==> src/rtl/svpc_pkg.sv <==
package svpc_pkg;

    localparam int VOLT_WIDTH_DEF  = 16;
    localparam int COUNT_WIDTH_DEF = 16;

    // sqrt(3) in Q16.
    localparam int SQRT3_W = 17;
    localparam logic [SQRT3_W-1:0] SQRT3_Q16 = 17'd113512;

    localparam int BUS_VOLTAGE_RESET = 3072;
    localparam int PWM_PERIOD_RESET  = 4250;

    localparam int CFG_INDEX_W = 2;
    localparam int CFG_DATA_W  = 32;
    localparam logic [CFG_INDEX_W-1:0] REG_BUS_VOLTAGE = 2'd0;
    localparam logic [CFG_INDEX_W-1:0] REG_PWM_PERIOD  = 2'd1;

    localparam logic [2:0] SECTOR_1 = 3'd1;
    localparam logic [2:0] SECTOR_2 = 3'd2;
    localparam logic [2:0] SECTOR_3 = 3'd3;
    localparam logic [2:0] SECTOR_4 = 3'd4;
    localparam logic [2:0] SECTOR_5 = 3'd5;
    localparam logic [2:0] SECTOR_6 = 3'd6;

    typedef struct packed {
        logic       valid;
        logic [2:0] sector;
    } t_tag;

endpackage

==> src/rtl/svpc_timing.sv <==
module svpc_timing #(
    parameter int COUNT_WIDTH = svpc_pkg::COUNT_WIDTH_DEF
) (
    input  logic                   i_clk,
    input  logic                   i_rst_n,
    input  svpc_pkg::t_tag         i_tag,
    input  logic [COUNT_WIDTH+1:0] i_tx4,
    input  logic [COUNT_WIDTH+1:0] i_ty4,
    input  logic [COUNT_WIDTH-1:0] i_pwm_period,
    output logic                   o_valid,
    output logic [COUNT_WIDTH-1:0] o_compare_a,
    output logic [COUNT_WIDTH-1:0] o_compare_b,
    output logic [COUNT_WIDTH-1:0] o_compare_c,
    output logic [2:0]             o_sector_code
);
    import svpc_pkg::*;

    localparam int TW = COUNT_WIDTH + 4;
    localparam int CW = COUNT_WIDTH;

    // Quarter-zero times in 1/16 counts.
    logic [TW-1:0] p4;
    t_tag          r_e1_tag;
    logic [TW-1:0] r_ta;
    logic [TW-1:0] r_tb;
    logic [TW-1:0] r_tc;

    assign p4 = TW'({i_pwm_period, 2'b00});

    always_ff @(posedge i_clk) begin
        if (!i_rst_n) begin
            r_e1_tag.valid <= 1'b0;
        end else begin
            r_e1_tag.valid <= i_tag.valid;
        end
        r_e1_tag.sector <= i_tag.sector;
        r_ta            <= p4 - TW'(i_tx4) - TW'(i_ty4);
        r_tb            <= p4 + TW'(i_tx4) - TW'(i_ty4);
        r_tc            <= p4 + TW'(i_tx4) + TW'(i_ty4);
    end

    function automatic logic [CW-1:0] round_clamp(
        input logic [TW-1:0] t,
        input logic [CW-1:0] period
    );
        logic [TW:0] biased;
        logic [CW:0] c;
        biased = (TW+1)'(t) + (TW+1)'(8);
        c      = biased[TW:4];
        return (c > {1'b0, period}) ? period : c[CW-1:0];
    endfunction

    logic [CW-1:0] ca;
    logic [CW-1:0] cb;
    logic [CW-1:0] cc;
    logic [CW-1:0] n_a;
    logic [CW-1:0] n_b;
    logic [CW-1:0] n_c;

    always_comb begin
        ca = round_clamp(r_ta, i_pwm_period);
        cb = round_clamp(r_tb, i_pwm_period);
        cc = round_clamp(r_tc, i_pwm_period);
        case (r_e1_tag.sector)
            SECTOR_1: begin n_a = cb; n_b = ca; n_c = cc; end
            SECTOR_2: begin n_a = ca; n_b = cc; n_c = cb; end
            SECTOR_3: begin n_a = ca; n_b = cb; n_c = cc; end
            SECTOR_4: begin n_a = cc; n_b = cb; n_c = ca; end
            SECTOR_5: begin n_a = cc; n_b = ca; n_c = cb; end
            SECTOR_6: begin n_a = cb; n_b = cc; n_c = ca; end
            default:  begin n_a = '0; n_b = '0; n_c = '0; end
        endcase
    end

    logic          r_valid;
    logic [CW-1:0] r_compare_a;
    logic [CW-1:0] r_compare_b;
    logic [CW-1:0] r_compare_c;
    logic [2:0]    r_sector;

    always_ff @(posedge i_clk) begin
        if (!i_rst_n) begin
            r_valid <= 1'b0;
        end else begin
            r_valid <= r_e1_tag.valid;
        end
        r_compare_a <= n_a;
        r_compare_b <= n_b;
        r_compare_c <= n_c;
        r_sector    <= r_e1_tag.sector;
    end

    assign o_valid       = r_valid;
    assign o_compare_a   = r_compare_a;
    assign o_compare_b   = r_compare_b;
    assign o_compare_c   = r_compare_c;
    assign o_sector_code = r_sector;

endmodule

==> config.mk <==
export PLATFORM = sky130hd
export DESIGN_NAME = svpc_timing
export DESIGN_NICKNAME = d
export VERILOG_FILES = /design/src/rtl/svpc_pkg.sv /design/src/rtl/svpc_timing.sv
export SDC_FILE = /design/constraint.sdc
export NUM_CORES = 1
export LEC_CHECK = 0
export ABC_AREA = 1
export BUFFER_PORTS_ARGS = -buffer_cell sky130_fd_sc_hd__clkbuf_2
export CORE_MARGIN = 2
export CORE_UTILIZATION = 36
export CTS_CLUSTER_DIAMETER = 120
export DETAILED_ROUTE_END_ITERATION = 7
export SLEW_MARGIN = 20
export SYNTH_ARGS = -nofsm -noshare
export SYNTH_HDL_FRONTEND = slang
export SYNTH_SLANG_ARGS = --single-unit
==> constraint.sdc <==
create_clock -name i_clk -period 4.2 [get_ports i_clk]
set_clock_uncertainty 0.1 [all_clocks]
set_input_delay 0.84 -clock i_clk [delete_from_list [all_inputs] [get_ports i_clk]]
set_output_delay 0.84 -clock i_clk [all_outputs]
set_load 0.02 [all_outputs]
* After elaboration in Yosys (flattened, before gate mapping)
Index checks and enable logic that the tools add are counted.
** Word-level totals
- Logic and storage cells :: 42
- Output and inout port bits :: 52
- Bits of input ports :: 58
- Register bits :: 116
** Operators by class
- Add/subtract/negate cells :: 8
- Equality and inequality tests :: 6
- Reductions and logical operators :: 9
- Multiplexer cells :: 6
- Order comparisons :: 3
** Operator list (count)
- 16-bit case mux with 3 select lines :: 3
- 20-bit by 4-bit adder with 21-bit output, second input constant :: 3
- 17-bit by 16-bit greater-than comparator with 1-bit output :: 3
- 16-bit 2-to-1 mux :: 3
- 19-bit by 18-bit adder with 20-bit output :: 1
- 19-bit by 19-bit subtractor with 20-bit output :: 1
- 20-bit by 18-bit subtractor with 20-bit output :: 1
- 18-bit by 18-bit adder with 19-bit output :: 1
- 18-bit by 18-bit subtractor with 19-bit output :: 1
- 2-bit OR reduction :: 9
- 3-bit == test, second input constant :: 3
- 3-bit by 2-bit == test with 1-bit output, second input constant :: 2
- 3-bit by 1-bit == test with 1-bit output, second input constant :: 1

* Logic depth before layout (Yosys ltp)
Gate-level depths: netlist of run 1.
- Word-level depth :: 4
- Gate-level depth with buffers :: 25
- Gate-level depth less buffers :: 24

* Least setup slack after synthesis of run 1
No wires, ideal clock.
- Path type :: in2reg
- Start :: input port i_tx4[2]
- End :: register r_tc[18]
- Cell stages on the path :: 24
- Arrival :: 3602 ps
- Data required time :: 3987 ps
- Buffers on the path :: 0
- Slack :: 385 ps
- Library setup time :: 113 ps
- Path through :: ha_1 > inv_1 > fa_1 > o21ai_1 > nand2_1 > nand2_1 > nand3_1 > nand2_1 > nand2_1 > o21ai_2 > nand2_1 > nand2_1 > xor2_1 > ha_1 > inv_1 > nand2_1 > nor4_1 > nand3_1 > nand3_1 > nand2_1 > nand2_1 > nand2_1 > inv_1 > nor2_1
** Between the ends
- Word-level cells in the longest chain between the ends :: 2
** RTL lines
- start, declared :: RTL line svpc_timing.sv:7 : input logic [COUNT_WIDTH+1:0] i_tx4,
- 18-bit by 18-bit adder with 19-bit output :: RTL line svpc_timing.sv:39 : r_tc <= p4 + TW'(i_tx4) + TW'(i_ty4);
- 19-bit by 18-bit adder with 20-bit output :: RTL line svpc_timing.sv:39
- end signal, assigned :: RTL line svpc_timing.sv:39
- end, declared :: RTL line svpc_timing.sv:26 : logic [TW-1:0] r_tc;
No other way between the ends.
A chain may end at the register's enable or synchronous reset.

* Worst setup path after layout of run 1
- Start :: input port i_tx4[4]
- End :: register r_tb[18]
** Between the ends
- Word-level cells in the longest chain between the ends :: 2
** RTL lines
- 18-bit by 18-bit adder with 19-bit output :: RTL line svpc_timing.sv:38 : r_tb <= p4 + TW'(i_tx4) - TW'(i_ty4);
- 20-bit by 18-bit subtractor with 20-bit output :: RTL line svpc_timing.sv:38
- end signal, assigned :: RTL line svpc_timing.sv:38
- end, declared :: RTL line svpc_timing.sv:25 : logic [TW-1:0] r_tb;
No other way between the ends.

==> results of run 1 <==
cell families (layout without fill, tap and decap cells):
kind of cell	Yosys count	count (layout)
AOI/OAI and AO/OA	207	207
xor gates and xnor gates	96	96
adders and majority gates	136	136
buffers and inverters	274	398
DFF	107	107
and+or+nand+nor	732	732
timing repair:
item                       in CTS  in global routing
setup endpoints to repair       0                  1
gates resized for setup         0                  1
buffers inserted                0                  0
hold buffers                    0                  0
synth_stat cells (12+ instances only):
library cell,instances,area (µm²)
o21bai_1,13,97.6
inv_1,233,875
nand3_1,282,1410
xnor2_1,12,105
nor3_1,12,60.1
dfxtp_1,107,2140
nand4_1,19,119
ha_1,135,1690
nand2_1,240,901
nand2_4,16,180
xor2_1,84,736
nor2_2,12,75.1
a21oi_1,92,460
buf_2,16,80.1
o21ai_0,46,230
nand2_2,28,175
nor2_1,94,353
power groups by stage:
| stage | combinational [µW] | clock [µW] | sequential [µW] |
|---|---|---|---|
| CTS | 4240 | 890 | 1760 |
| finish | 4260 | 870 | 1760 |
| global placement | 4170 | 0 | 1770 |
| detailed placement | 4220 | 0 | 1790 |
| global route | 4760 | 934 | 1820 |
| floorplan | 2810 | 0 | 1960 |
cell usage in the layout (no fill, tap or decap), drive strengths merged, types with 12 or more instances in the layout:
cell type    n
o21ai       57
o21bai      14
a21oi       92
nand3      287
xnor2       12
nor3        14
inv        241
nor2       109
dfxtp      107
buf         36
clkbuf     118
ha         135
nand2      285
nand4       21
xor2        84
critical path, stage by stage:
cell,delay [ps]
clkbuf_2,90
inv_1,40
ha_1,420
inv_2,80
nand2_1,60
nand2_1,50
a31oi_1,290
o21ai_1,160
a21boi_1,240
o21ai_0,140
xor2_1,180
ha_1,340
buf_4,150
nand2_1,90
nor4_1,360
nand2_1,90
o2111ai_1,270
xnor2_1,150
layer usage:
metal  up-vias  wire length, µm
li1       5369                -
met5         -                0
met2       412            15400
met1      4842            15100
met3        68             2340
met4         0             1070
per-stage QoR:
step	hold slack [ps]	setup TNS, ps
floorplan	264	0
global placement	297	0
detailed placement	294	-40.2
CTS	312	0
global route	329	0
finish	308	0
registers in the layout (all words and copies together), names as in the netlist:
| name | flops |
|---|---|
| r_tb | 17 |
| o_compare_b | 16 |
| o_compare_c | 16 |
| r_ta | 17 |
| o_sector_code | 3 |
| r_tc | 17 |
| r_e1_tag | 4 |
| o_compare_a | 16 |
| o_valid | 1 |
cell type report:
cell class	count	area, µm²
clock inverters	7	86.3
well taps	384	480
inverters	237	890
fillers	3060	16800
clock buffers	9	225
repair buffers	145	816
flip-flops and latches	107	2140
multi-input cells	1171	7310
worst max-delay path by stage:
stage / from / end
2_1_floorplan: i_tx4[2] / r_tc[18]
3_3_place_gp: i_pwm_period[0] / r_ta[18]
3_5_place_dp: i_tx4[2] / r_tc[18]
4_1_cts: i_tx4[2] / r_tc[18]
5_1_grt: i_pwm_period[0] / r_tc[18]
6_report: i_tx4[4] / r_tb[18]
==> reports/summary.txt, run 1 <==
Outcome -> complete, but fails checks
Failing checks -> DRC
Final Hold Viols -> 0
Post-DRT Antenna Nets -> 0
Arr. time, crit path -> 4040 ps
Clock share of power -> 12.6%
RSZ-0062 raised after global routing -> no
Area Growth Syn to Fin -> 13.3%
P per Cell Area -> 577 mW/mm²
Drt drc -> 4
Slew of the pin with the lowest slew margin -> 939 ps
Placed cell areas -> 0.0116 mm²
Final setup fails -> 0
R2r startpoint -> r_tb[3]
CTS H-tree lvls -> 3
Worst Hold Path EP -> o_sector_code[2]
Comb pwr share -> 61.9%
Number of global-route vias before repair -> 10,200
Sequential element share of the synthesized area -> 20.3%
Clk Latency, worst-skew pair -> 370 ps
Synth Flop Type -> dfxtp_1
Starting Density -> 36.6%
Dpl hpwl -> 28,200 µm
Drt initial violations -> 1,068
Post-synth ARST share -> 0%
Fmax -> 260 MHz
Die area -> 0.0307 mm²
Reg clk slew, reported paths -> 80 ps
Fin util -> 41.5%
DR pass1 iterations -> 8
Gr ovfl total -> 0
Compound-Gate Fraction of Synth Area -> 11.4%
Sw Pwr -> 3560 µW
Via density -> 5.19
CTS Buf Count -> 9
Routed len/inst -> 16.5 µm
Post-synthesis simple-gate area fraction -> 33.6%
Post-synth cell types -> 56
Worst slack at placement -> -29.5 ps
CTS Sinks -> 107
Diode count -> 0
EDFF count, synth -> 0
HP Start -> r_e1_tag[2]
Area of the core -> 0.0288 mm²
Final Max Tran Viols -> 0
Static leakage -> 0.00626 µW
Setup ws final -> 357 ps
Hold path cells -> 0
Most used routing layer -> met2
Row cnt -> 62
Finished Layout Cells -> 2,060
Largest net degree at the start of global routing -> 23
Io pins -> 110
Ratio of cells with drive above 1 in the final layout -> 14.4%
Slew headroom -> 37.3%
Gpl congestion -> 0.955
CP Max Fanout -> 7
Startpoint Class -> input pin
CP Class -> input pin to flop
Design area -> 0.0119 mm²
Max cap viols -> 0
Reg-to-Reg End -> o_compare_a[2]
Clock period minus worst slack -> 3840 ps
PortBufs -> 109
Worst EP required -> 4400 ps
Vias -> 10,700
Synthesized instance count -> 1,552
Flop2flop setup slack -> 480 ps
Die H -> 175 µm
Portion of netlist area occupied by mux cells -> 0%
FF-to-FF path depth -> 20
Sw Share -> 51.7%
Xor and xnor area share after synthesis -> 7.97%
Root Driver -> clkbuf_16
Global-route wire length before repair -> 53,500 µm
#FFs+latches synth -> 107
CTS tree -> built
Crit end category -> flop
Part of the power in registers -> 25.5%
Grt met2 use -> 37.4%
P_int -> 3330 µW
Met3 Track Usage GR -> 3.33%
Final Power -> 6890 µW
Syn Std Cell Area -> 0.0105 mm²
Largest family of logic cells by synthesized area -> simple AND/OR/NAND/NOR gates
DP Cell Count -> 2,044
Period utilisation layout -> 91.5%
Max IR drop VDD -> 0.222 mV
Syn_area_per_cell -> 6.80 µm²
Post-Synth Adder-Cell Area -> 16.2%
Met1 GRT Util -> 28.7%
Count of nets after finishing -> 1,865
Mapped Nets -> 1,746
Longest Clk Path Bufs -> 2
Die outline width -> 175 µm
Initial antenna violation count -> 0
Synthesis Warnings -> 0
HP Class -> flop to flop
WL final -> 33,900 µm
GRT Util Overall -> 22.2%
Note: power is estimated with default switching activity, not from simulation.
==> run 2: changes to the inputs <==
--- a/config.mk
+++ b/config.mk
@@ -7,10 +7,13 @@
 export LEC_CHECK = 0
 export ABC_AREA = 1
 export BUFFER_PORTS_ARGS = -buffer_cell sky130_fd_sc_hd__clkbuf_2
+export CELL_PAD_IN_SITES_DETAIL_PLACEMENT = 0
+export CELL_PAD_IN_SITES_GLOBAL_PLACEMENT = 2
 export CORE_MARGIN = 2
-export CORE_UTILIZATION = 36
+export CORE_UTILIZATION = 34
 export CTS_CLUSTER_DIAMETER = 120
 export DETAILED_ROUTE_END_ITERATION = 7
+export PLACE_DENSITY_LB_ADDON = 0.1
 export SLEW_MARGIN = 20
 export SYNTH_ARGS = -nofsm -noshare
 export SYNTH_HDL_FRONTEND = slang
==> run 2 against run 1 <==
The flow now finishes without violations; non-clock buffer count increased by 49; critical endpoint is now r_ta[18]; critical path type unchanged; sequential power hardly changed; fmax fell by 0.28%.
==> reports/summary.txt, run 2 (synthesis gave the netlist of run 1 again) <==
Outcome -> complete, no violations (was complete, but fails checks)
GRT Util Overall -> 23.5% (was 22.2%)
Ratio of cells with drive above 1 in the final layout -> 17.1% (was 14.4%)
Fin util -> 40.4% (was 41.5%)
Slew of the pin with the lowest slew margin -> 1040 ps (was 939 ps)
Initial antenna violation count -> 0 (unchanged)
Routed len/inst -> 18.1 µm (was 16.5 µm)
CP Class -> input pin to flop (unchanged)
Longest Clk Path Bufs -> 2 (unchanged)
Post-CTS repair timing setup buffer count -> 0 (unchanged)
Arr. time, crit path -> 4020 ps (was 4040 ps)
PortBufs -> 109 (unchanged)
Final setup fails -> 0 (unchanged)
Placed cell areas -> 0.0120 mm² (was 0.0116 mm²)
WL final -> 38,400 µm (was 33,900 µm)
Die outline width -> 180 µm (was 175 µm)
P per Cell Area -> 579 mW/mm² (was 577 mW/mm²)
Dpl hpwl -> 32,300 µm (was 28,200 µm)
Biggest regs -> r_ta (17), r_tb (17), r_tc (17) (unchanged)
Clock period minus worst slack -> 3850 ps (was 3840 ps)
Worst slack at placement -> -137 ps (was -29.5 ps)
Most frequent cells in the layout -> nand3_1, nand2_1, inv_1, ha_1, clkbuf_2 (unchanged)
CTS Sinks -> 107 (unchanged)
Crit end category -> flop (unchanged)
Design area -> 0.0123 mm² (was 0.0119 mm²)
Global-route wire length before repair -> 59,700 µm (was 53,500 µm)
RSZ-0062 raised after global routing -> no (unchanged)
Final Max Tran Viols -> 0 (unchanged)
CTS Hold Bufs -> 0 (unchanged)
Most common cell after layout, fill and taps aside -> nand3_1 (unchanged)
Fillers -> 3,325 (was 3,060)
CTS H-tree lvls -> 3 (unchanged)
Post-DRT Antenna Nets -> 0 (unchanged)
Drt drc -> 0 (was 4)
Io pins -> 110 (unchanged)
DR pass1 iterations -> 5 (was 8)
Max IR drop VDD -> 0.271 mV (was 0.222 mV)
HP Class -> flop to flop (unchanged)
Area Growth Syn to Fin -> 17.0% (was 13.3%)
Die H -> 180 µm (was 175 µm)
Met3 Track Usage GR -> 2.26% (was 3.33%)
CTS Buf Count -> 9 (unchanged)
Area of the core -> 0.0306 mm² (was 0.0288 mm²)
Fmax -> 259 MHz (was 260 MHz)
Setup ws final -> 346 ps (was 357 ps)
Diode count -> 0 (unchanged)
Root Driver -> clkbuf_16 (unchanged)
Gpl congestion -> 0.896 (was 0.955)
DP Cell Count -> 2,105 (was 2,044)
Count of nets after finishing -> 1,914 (was 1,865)
Max cap viols -> 0 (unchanged)
Period utilisation layout -> 91.8% (was 91.5%)
Starting Density -> 34.5% (was 36.6%)
Most used routing layer -> met2 (unchanged)
Met1 GRT Util -> 29.9% (was 28.7%)
Worst EP required -> 4360 ps (was 4400 ps)
Vias -> 10,800 (was 10,700)
Row cnt -> 64 (was 62)
Grt met2 use -> 41.4% (was 37.4%)
Setup TNS -> 0 ps (unchanged)
Static leakage -> 0.00650 µW (was 0.00626 µW)
Die area -> 0.0324 mm² (was 0.0307 mm²)
Clk Latency, worst-skew pair -> 360 ps (was 370 ps)
Quantity of gates resized following cts -> 0 (unchanged)
Reg clk slew, reported paths -> 70 ps (was 80 ps)
Startpoint Class -> input pin (unchanged)
Gr ovfl total -> 0 (unchanged)
Finished Layout Cells -> 2,120 (was 2,060)
Drt initial violations -> 696 (was 1,068)
CTS tree -> built (unchanged)
Largest net degree at the start of global routing -> 19 (was 23)
Via density -> 5.08 (was 5.19)
CP Max Fanout -> 5 (was 7)
Number of global-route vias before repair -> 10,600 (was 10,200)
Slew headroom -> 30.7% (was 37.3%)
Final Hold Viols -> 0 (unchanged)
==> run 2: changes by cell type in the layout (fill, tap and decap cells not counted), sizes merged <==
cell	change
clkinv	-2
buf	+49
clkbuf	+1
bufinv	+1
inv	-1
==> run 2: final timing paths <==
| kind | slack (ps) | endpoint | depth (start not counted) | start |
|---|---|---|---|---|
| worst min-delay path | 300 | o_sector_code[2] | 0 | r_e1_tag[2] |
| worst max register to register | 420 | o_compare_a[15] | 16 | r_tb[5] |
| worst max-delay path | 350 | r_ta[18] | 23 | i_pwm_period[0] |
| worst min register to register | 300 | o_sector_code[2] | 0 | r_e1_tag[2] |
==> run 2: layout make-up <==
cell class / instances / area, µm² / share of cell area [%]
multi-input cells: 1171 / 7330 / 59.4
flip-flops and latches: 107 / 2140 / 17.4
repair buffers: 194 / 1180 / 9.59
inverters: 237 / 890 / 7.21
well taps: 396 / 495 / 4.01
clock buffers: 10 / 239 / 1.94
clock inverters: 5 / 67.6 / 0.547
==> run 2: report_power, final <==
group	internal, µW	total [µW]	switching [µW]	leakage (µW)
sequential	1470	1750	283	0.000900
combinational	1540	4510	2970	0.00544
clock	485	881	396	0.000151
==> run 2: per-stage QoR <==
step / hold WS [ps] / power (µW)
finish: 304 / 7150
global route: 322 / 7790
CTS: 306 / 7170
detailed placement: 291 / 6280
global placement: 297 / 6240
floorplan: 264 / 4770
==> run 2: critical path: stages <==
cell and delay, ps:
clkbuf_2 100, buf_4 190, ha_1 360, nand2_1 70, nand2_1 60, a21oi_1 100, o21ai_0 190, buf_4 170
nand3_1 80, o21bai_1 210, nand3_1 130, nand3_1 90, nand2_1 90, ha_1 340, a21oi_1 160, o21ai_0 140
nand2_1 90, o211a_1 140, nand3_1 140, a21oi_2 180, inv_1 70, nand2_1 50, nand2_1 40
==> run 2: routing by layer <==
| layer | wire length, µm | part of all wire, % |
|---|---|---|
| met2 | 18300 | 48 |
| met1 | 17400 | 45 |
| met4 | 1190 | 3.1 |
| met5 | 0 | 0 |
| met3 | 1450 | 3.8 |
==> run 3: changes to the inputs <==
--- a/config.mk
+++ b/config.mk
@@ -5,12 +5,12 @@
 export SDC_FILE = /design/constraint.sdc
 export NUM_CORES = 1
 export LEC_CHECK = 0
-export ABC_AREA = 1
+export ABC_AREA = 0
 export BUFFER_PORTS_ARGS = -buffer_cell sky130_fd_sc_hd__clkbuf_2
 export CELL_PAD_IN_SITES_DETAIL_PLACEMENT = 0
 export CELL_PAD_IN_SITES_GLOBAL_PLACEMENT = 2
 export CORE_MARGIN = 2
-export CORE_UTILIZATION = 34
+export CORE_UTILIZATION = 36
 export CTS_CLUSTER_DIAMETER = 120
 export DETAILED_ROUTE_END_ITERATION = 7
 export PLACE_DENSITY_LB_ADDON = 0.1
==> run 3 against run 2 <==
Combinational power down 3%; utilization up 7.3 points; clock power down 2%; sequential share of layout area up 0.51 points; fmax down 5.5%.
==> reports/summary.txt, run 3 <==
Most numerous cell in the Yosys netlist -> ha_1 (was nand3_1)
EDFF count, synth -> 0 (unchanged)
Final Power -> 6980 µW (was 7150 µW)
DP Cell Count -> 1,685 (was 2,105)
Finished Layout Cells -> 1,706 (was 2,120)
FF-to-FF path depth -> 16 (unchanged)
HP Start -> r_e1_tag[3] (was r_e1_tag[2])
Area of the core -> 0.0253 mm² (was 0.0306 mm²)
CTS tree -> built (unchanged)
Yosys top cell by area -> dfxtp_1 (unchanged)
Reg-to-Reg End -> o_compare_b[10] (was o_compare_a[15])
Die H -> 165 µm (was 180 µm)
CTS H-tree lvls -> 3 (unchanged)
Max IR drop VDD -> 0.243 mV (was 0.271 mV)
Area Growth Syn to Fin -> 29.4% (was 17.0%)
Longest Clk Path Bufs -> 2 (unchanged)
Die outline width -> 165 µm (was 180 µm)
Routed len/inst -> 16.3 µm (was 18.1 µm)
Share of the synthesized area in the top cell type -> 23.0% (was 20.3%)
Ranking of synthesized cells by area -> dfxtp_1, ha_1, xnor2_1 (was dfxtp_1, ha_1, nand3_1)
Die area -> 0.0271 mm² (was 0.0324 mm²)
WL final -> 27,800 µm (was 38,400 µm)
Diode count -> 0 (unchanged)
Fmax -> 245 MHz (was 259 MHz)
Startpoint Class -> input pin (unchanged)
Largest net degree at the start of global routing -> 52 (was 19)
Syn_area_per_cell -> 8.29 µm² (was 6.80 µm²)
Part of the power in registers -> 24.8% (was 24.5%)
Syn Std Cell Area -> 0.00930 mm² (was 0.0105 mm²)
Crit path max-delay cell type -> a2111oi_4 (was ha_1)
Via density -> 5.07 (was 5.08)
Crit path max-delay family -> compound AO/OA/AOI/OAI gates (unchanged)
Static leakage -> 0.00563 µW (was 0.00650 µW)
Root Driver -> clkbuf_16 (unchanged)
Starting Density -> 36.8% (was 34.5%)
Final Hold Viols -> 0 (unchanged)
Slew headroom -> 55.3% (was 30.7%)
CTS Sinks -> 107 (unchanged)
Worst Hold Path EP -> o_valid (was o_sector_code[2])
Synthesized instance count -> 1,121 (was 1,552)
CTS Hold Bufs -> 0 (unchanged)
Final setup fails -> 0 (unchanged)
R2r startpoint -> r_tb[3] (was r_tb[5])
GRT Util Overall -> 20.4% (was 23.5%)
Vias -> 8,646 (was 10,800)
WP depth -> 19 (was 23)
WP buf/inv -> 4 (unchanged)
Ratio of cells with drive above 1 in the final layout -> 28.6% (was 17.1%)
PortBufs -> 109 (unchanged)
Io pins -> 110 (unchanged)
Reg clk slew, reported paths -> 70 ps (about the same)
Most common library cells after synthesis -> ha_1, dfxtp_1, a21oi_1 (was nand3_1, nand2_1, inv_1)
Crit-path cells -> clkbuf_2 > inv_2 > ha_4 > buf_4 > a211o_1 > o211ai_1 > buf_4 > a21oi_1 > a21oi_2 > xnor2_1 > ha_1 > a21o_1 > a21oi_1 > a21boi_1 > a211o_1 > a2111oi_4 > o31ai_2 > a21oi_2 > xnor2_1 (was clkbuf_2 > buf_4 > ha_1 > nand2_1 > nand2_1 > a21oi_1 > o21ai_0 > buf_4 > nand3_1 > o21bai_1 > nand3_1 > nand3_1 > nand2_1 > ha_1 > a21oi_1 > o21ai_0 > nand2_1 > o211a_1 > nand3_1 > a21oi_2 > inv_1 > nand2_1 > nand2_1)
Final Max Tran Viols -> 0 (unchanged)
Drt initial violations -> 365 (was 696)
HP Class -> flop to flop (unchanged)
Most frequent cells in the layout -> buf_4, ha_1, clkbuf_2, dfxtp_1, inv_1 (was nand3_1, nand2_1, inv_1, ha_1, clkbuf_2)
Biggest regs -> r_ta (17), r_tb (17), r_tc (17) (unchanged)
Sw Pwr -> 3030 µW (was 3650 µW)
CTS Buf Count -> 9 (unchanged)
RSZ-0062 raised after global routing -> yes (was no)
P_int -> 3960 µW (was 3490 µW)
Crit-path max cell delay -> 370 ps (was 360 ps)
Most common cell after layout, fill and taps aside -> buf_4 (was nand3_1)
Post-synth cell types -> 67 (was 56)
Clock period minus worst slack -> 4080 ps (was 3850 ps)
Global-route wire length before repair -> 43,100 µm (was 59,700 µm)
Mapped Nets -> 1,315 (was 1,746)
Hold path cells -> 1 (was 0)
Dpl hpwl -> 23,300 µm (was 32,300 µm)
Drt drc -> 0 (unchanged)
CP Class -> input pin to flop (unchanged)
Crit end category -> flop (unchanged)
Initial antenna violation count -> 0 (unchanged)
Sw Share -> 43.4% (was 51.1%)
Clock share of power -> 12.4% (was 12.3%)
Slew of the pin with the lowest slew margin -> 664 ps (was 1040 ps)
P per Cell Area -> 581 mW/mm² (was 579 mW/mm²)
#FFs+latches synth -> 107 (unchanged)
Flop2flop setup slack -> 160 ps (was 420 ps)
Max cap viols -> 0 (unchanged)
Synth Flop Type -> dfxtp_1 (unchanged)
Post-synth ARST share -> 0% (unchanged)
Clk Latency, worst-skew pair -> 360 ps (about the same)
DR pass1 iterations -> 4 (was 5)
Sequential element share of the synthesized area -> 23.0% (was 20.3%)
Period utilisation layout -> 97.1% (was 91.8%)
Gpl congestion -> 0.867 (was 0.896)
Row cnt -> 58 (was 64)
Worst EP required -> 4390 ps (was 4360 ps)
Outcome -> complete, no violations (unchanged)
Count of nets after finishing -> 1,565 (was 1,914)
Arr. time, crit path -> 4260 ps (was 4020 ps)
Gr ovfl total -> 0 (unchanged)
Number of global-route vias before repair -> 8,464 (was 10,600)
Comb pwr share -> 62.8% (was 63.1%)
Post-DRT Antenna Nets -> 0 (unchanged)
Synthesis Warnings -> 0 (unchanged)
CP Max Fanout -> 4 (was 5)
[run 3: cell count changes after synthesis, moves of 17 or more]
cell,before,now
nand3_1,282,32
nand2_1,240,65
inv_1,233,89
xnor2_1,12,86
xor2_1,84,30
nand2_2,28,0
mux2i_1,0,25
clkbuf_1,9,30
mux2_2,0,21
nand2b_1,0,17
o221ai_1,2,19
[run 3: worst register-to-register path, cell delays in order, from the launching register on]
cell and delay, ps:
dfxtp_1 380, ha_2 210, nand2_1 80, or3_4 390
nor2_2 140, xor2_1 90, ha_1 290, nand4_1 180
or3_1 440, o31a_1 330, a32oi_4 220, buf_12 160
buf_6 120, mux2i_2 260, nor2_1 80, mux2_2 280
a21o_1 180
[run 3: worst max path at each step]
stage | endpoint | slack [ps] | start
2_1_floorplan | r_ta[18] | -0.4 | i_tx4[2]
3_3_place_gp | r_ta[18] | -430 | i_tx4[2]
3_5_place_dp | r_ta[18] | -520 | i_tx4[2]
4_1_cts | r_ta[18] | -2 | i_tx4[2]
5_1_grt | o_compare_a[2] | -30 | r_ta[3]
6_report | r_ta[18] | 120 | i_tx4[2]
[run 3: power groups by stage]
| stage | clock network, µW | logic, µW | registers (µW) |
|---|---|---|---|
| after global routing | 926 | 4810 | 1790 |
| after global placement | 0 | 4160 | 1740 |
| after CTS | 894 | 4230 | 1720 |
| final | 867 | 4390 | 1730 |
| after floorplan | 0 | 2450 | 1910 |
| after detailed placement | 0 | 4190 | 1750 |
[run 3: cells by family (layout without fill, tap and decap cells)]
kind of cell	Yosys count	count (layout)	synth area share (%)
simple gates	299	299	16.2
compound gates	287	287	20.8
fa+ha+maj	136	136	18.4
buf+inv	130	385	5.49
xor+xnor	116	116	10.9
flops	107	107	23.0
mux	46	46	5.24
[run 3: area by class of cell]
type	instances	area, µm²
fill	2599	13200
clock inverter	6	70.1
tap	330	413
timing repair buffer	279	1880
clock buffer	10	239
inverter	90	338
multi-input combinational	884	6950
sequential	107	2150
[run 3: metrics by stage]
step	utilization [%]	setup slack [ps]	hold WS, ps	instance area [µm²]	TNS [ps]
floorplan	-	-0.361	229	9330	-0.361
global placement	45.0	-427	330	11400	-4960
detailed placement	45.0	-522	328	11400	-6240
CTS	46.5	-1.75	349	11700	-1.75
global route	47.6	-31.4	371	12000	-135
finish	47.6	123	341	12000	0
[run 3: what timing repair did]
action                     4_1_cts  5_1_grt
pin swaps                       14       27
setup endpoints to repair       10       63
gates resized for setup         10       55
buffers inserted                 2        2
cloned                           0        1
[run 3: routing by layer]
layer / up-vias / global-route usage (%) / routed length [µm]
li1: 4487 / - / -
met1: 3938 / 28.1 / 13800
met2: 186 / 34.0 / 12500
met3: 35 / 1.76 / 845
met4: 0 / 6.21 / 563
met5: - / 0 / 0
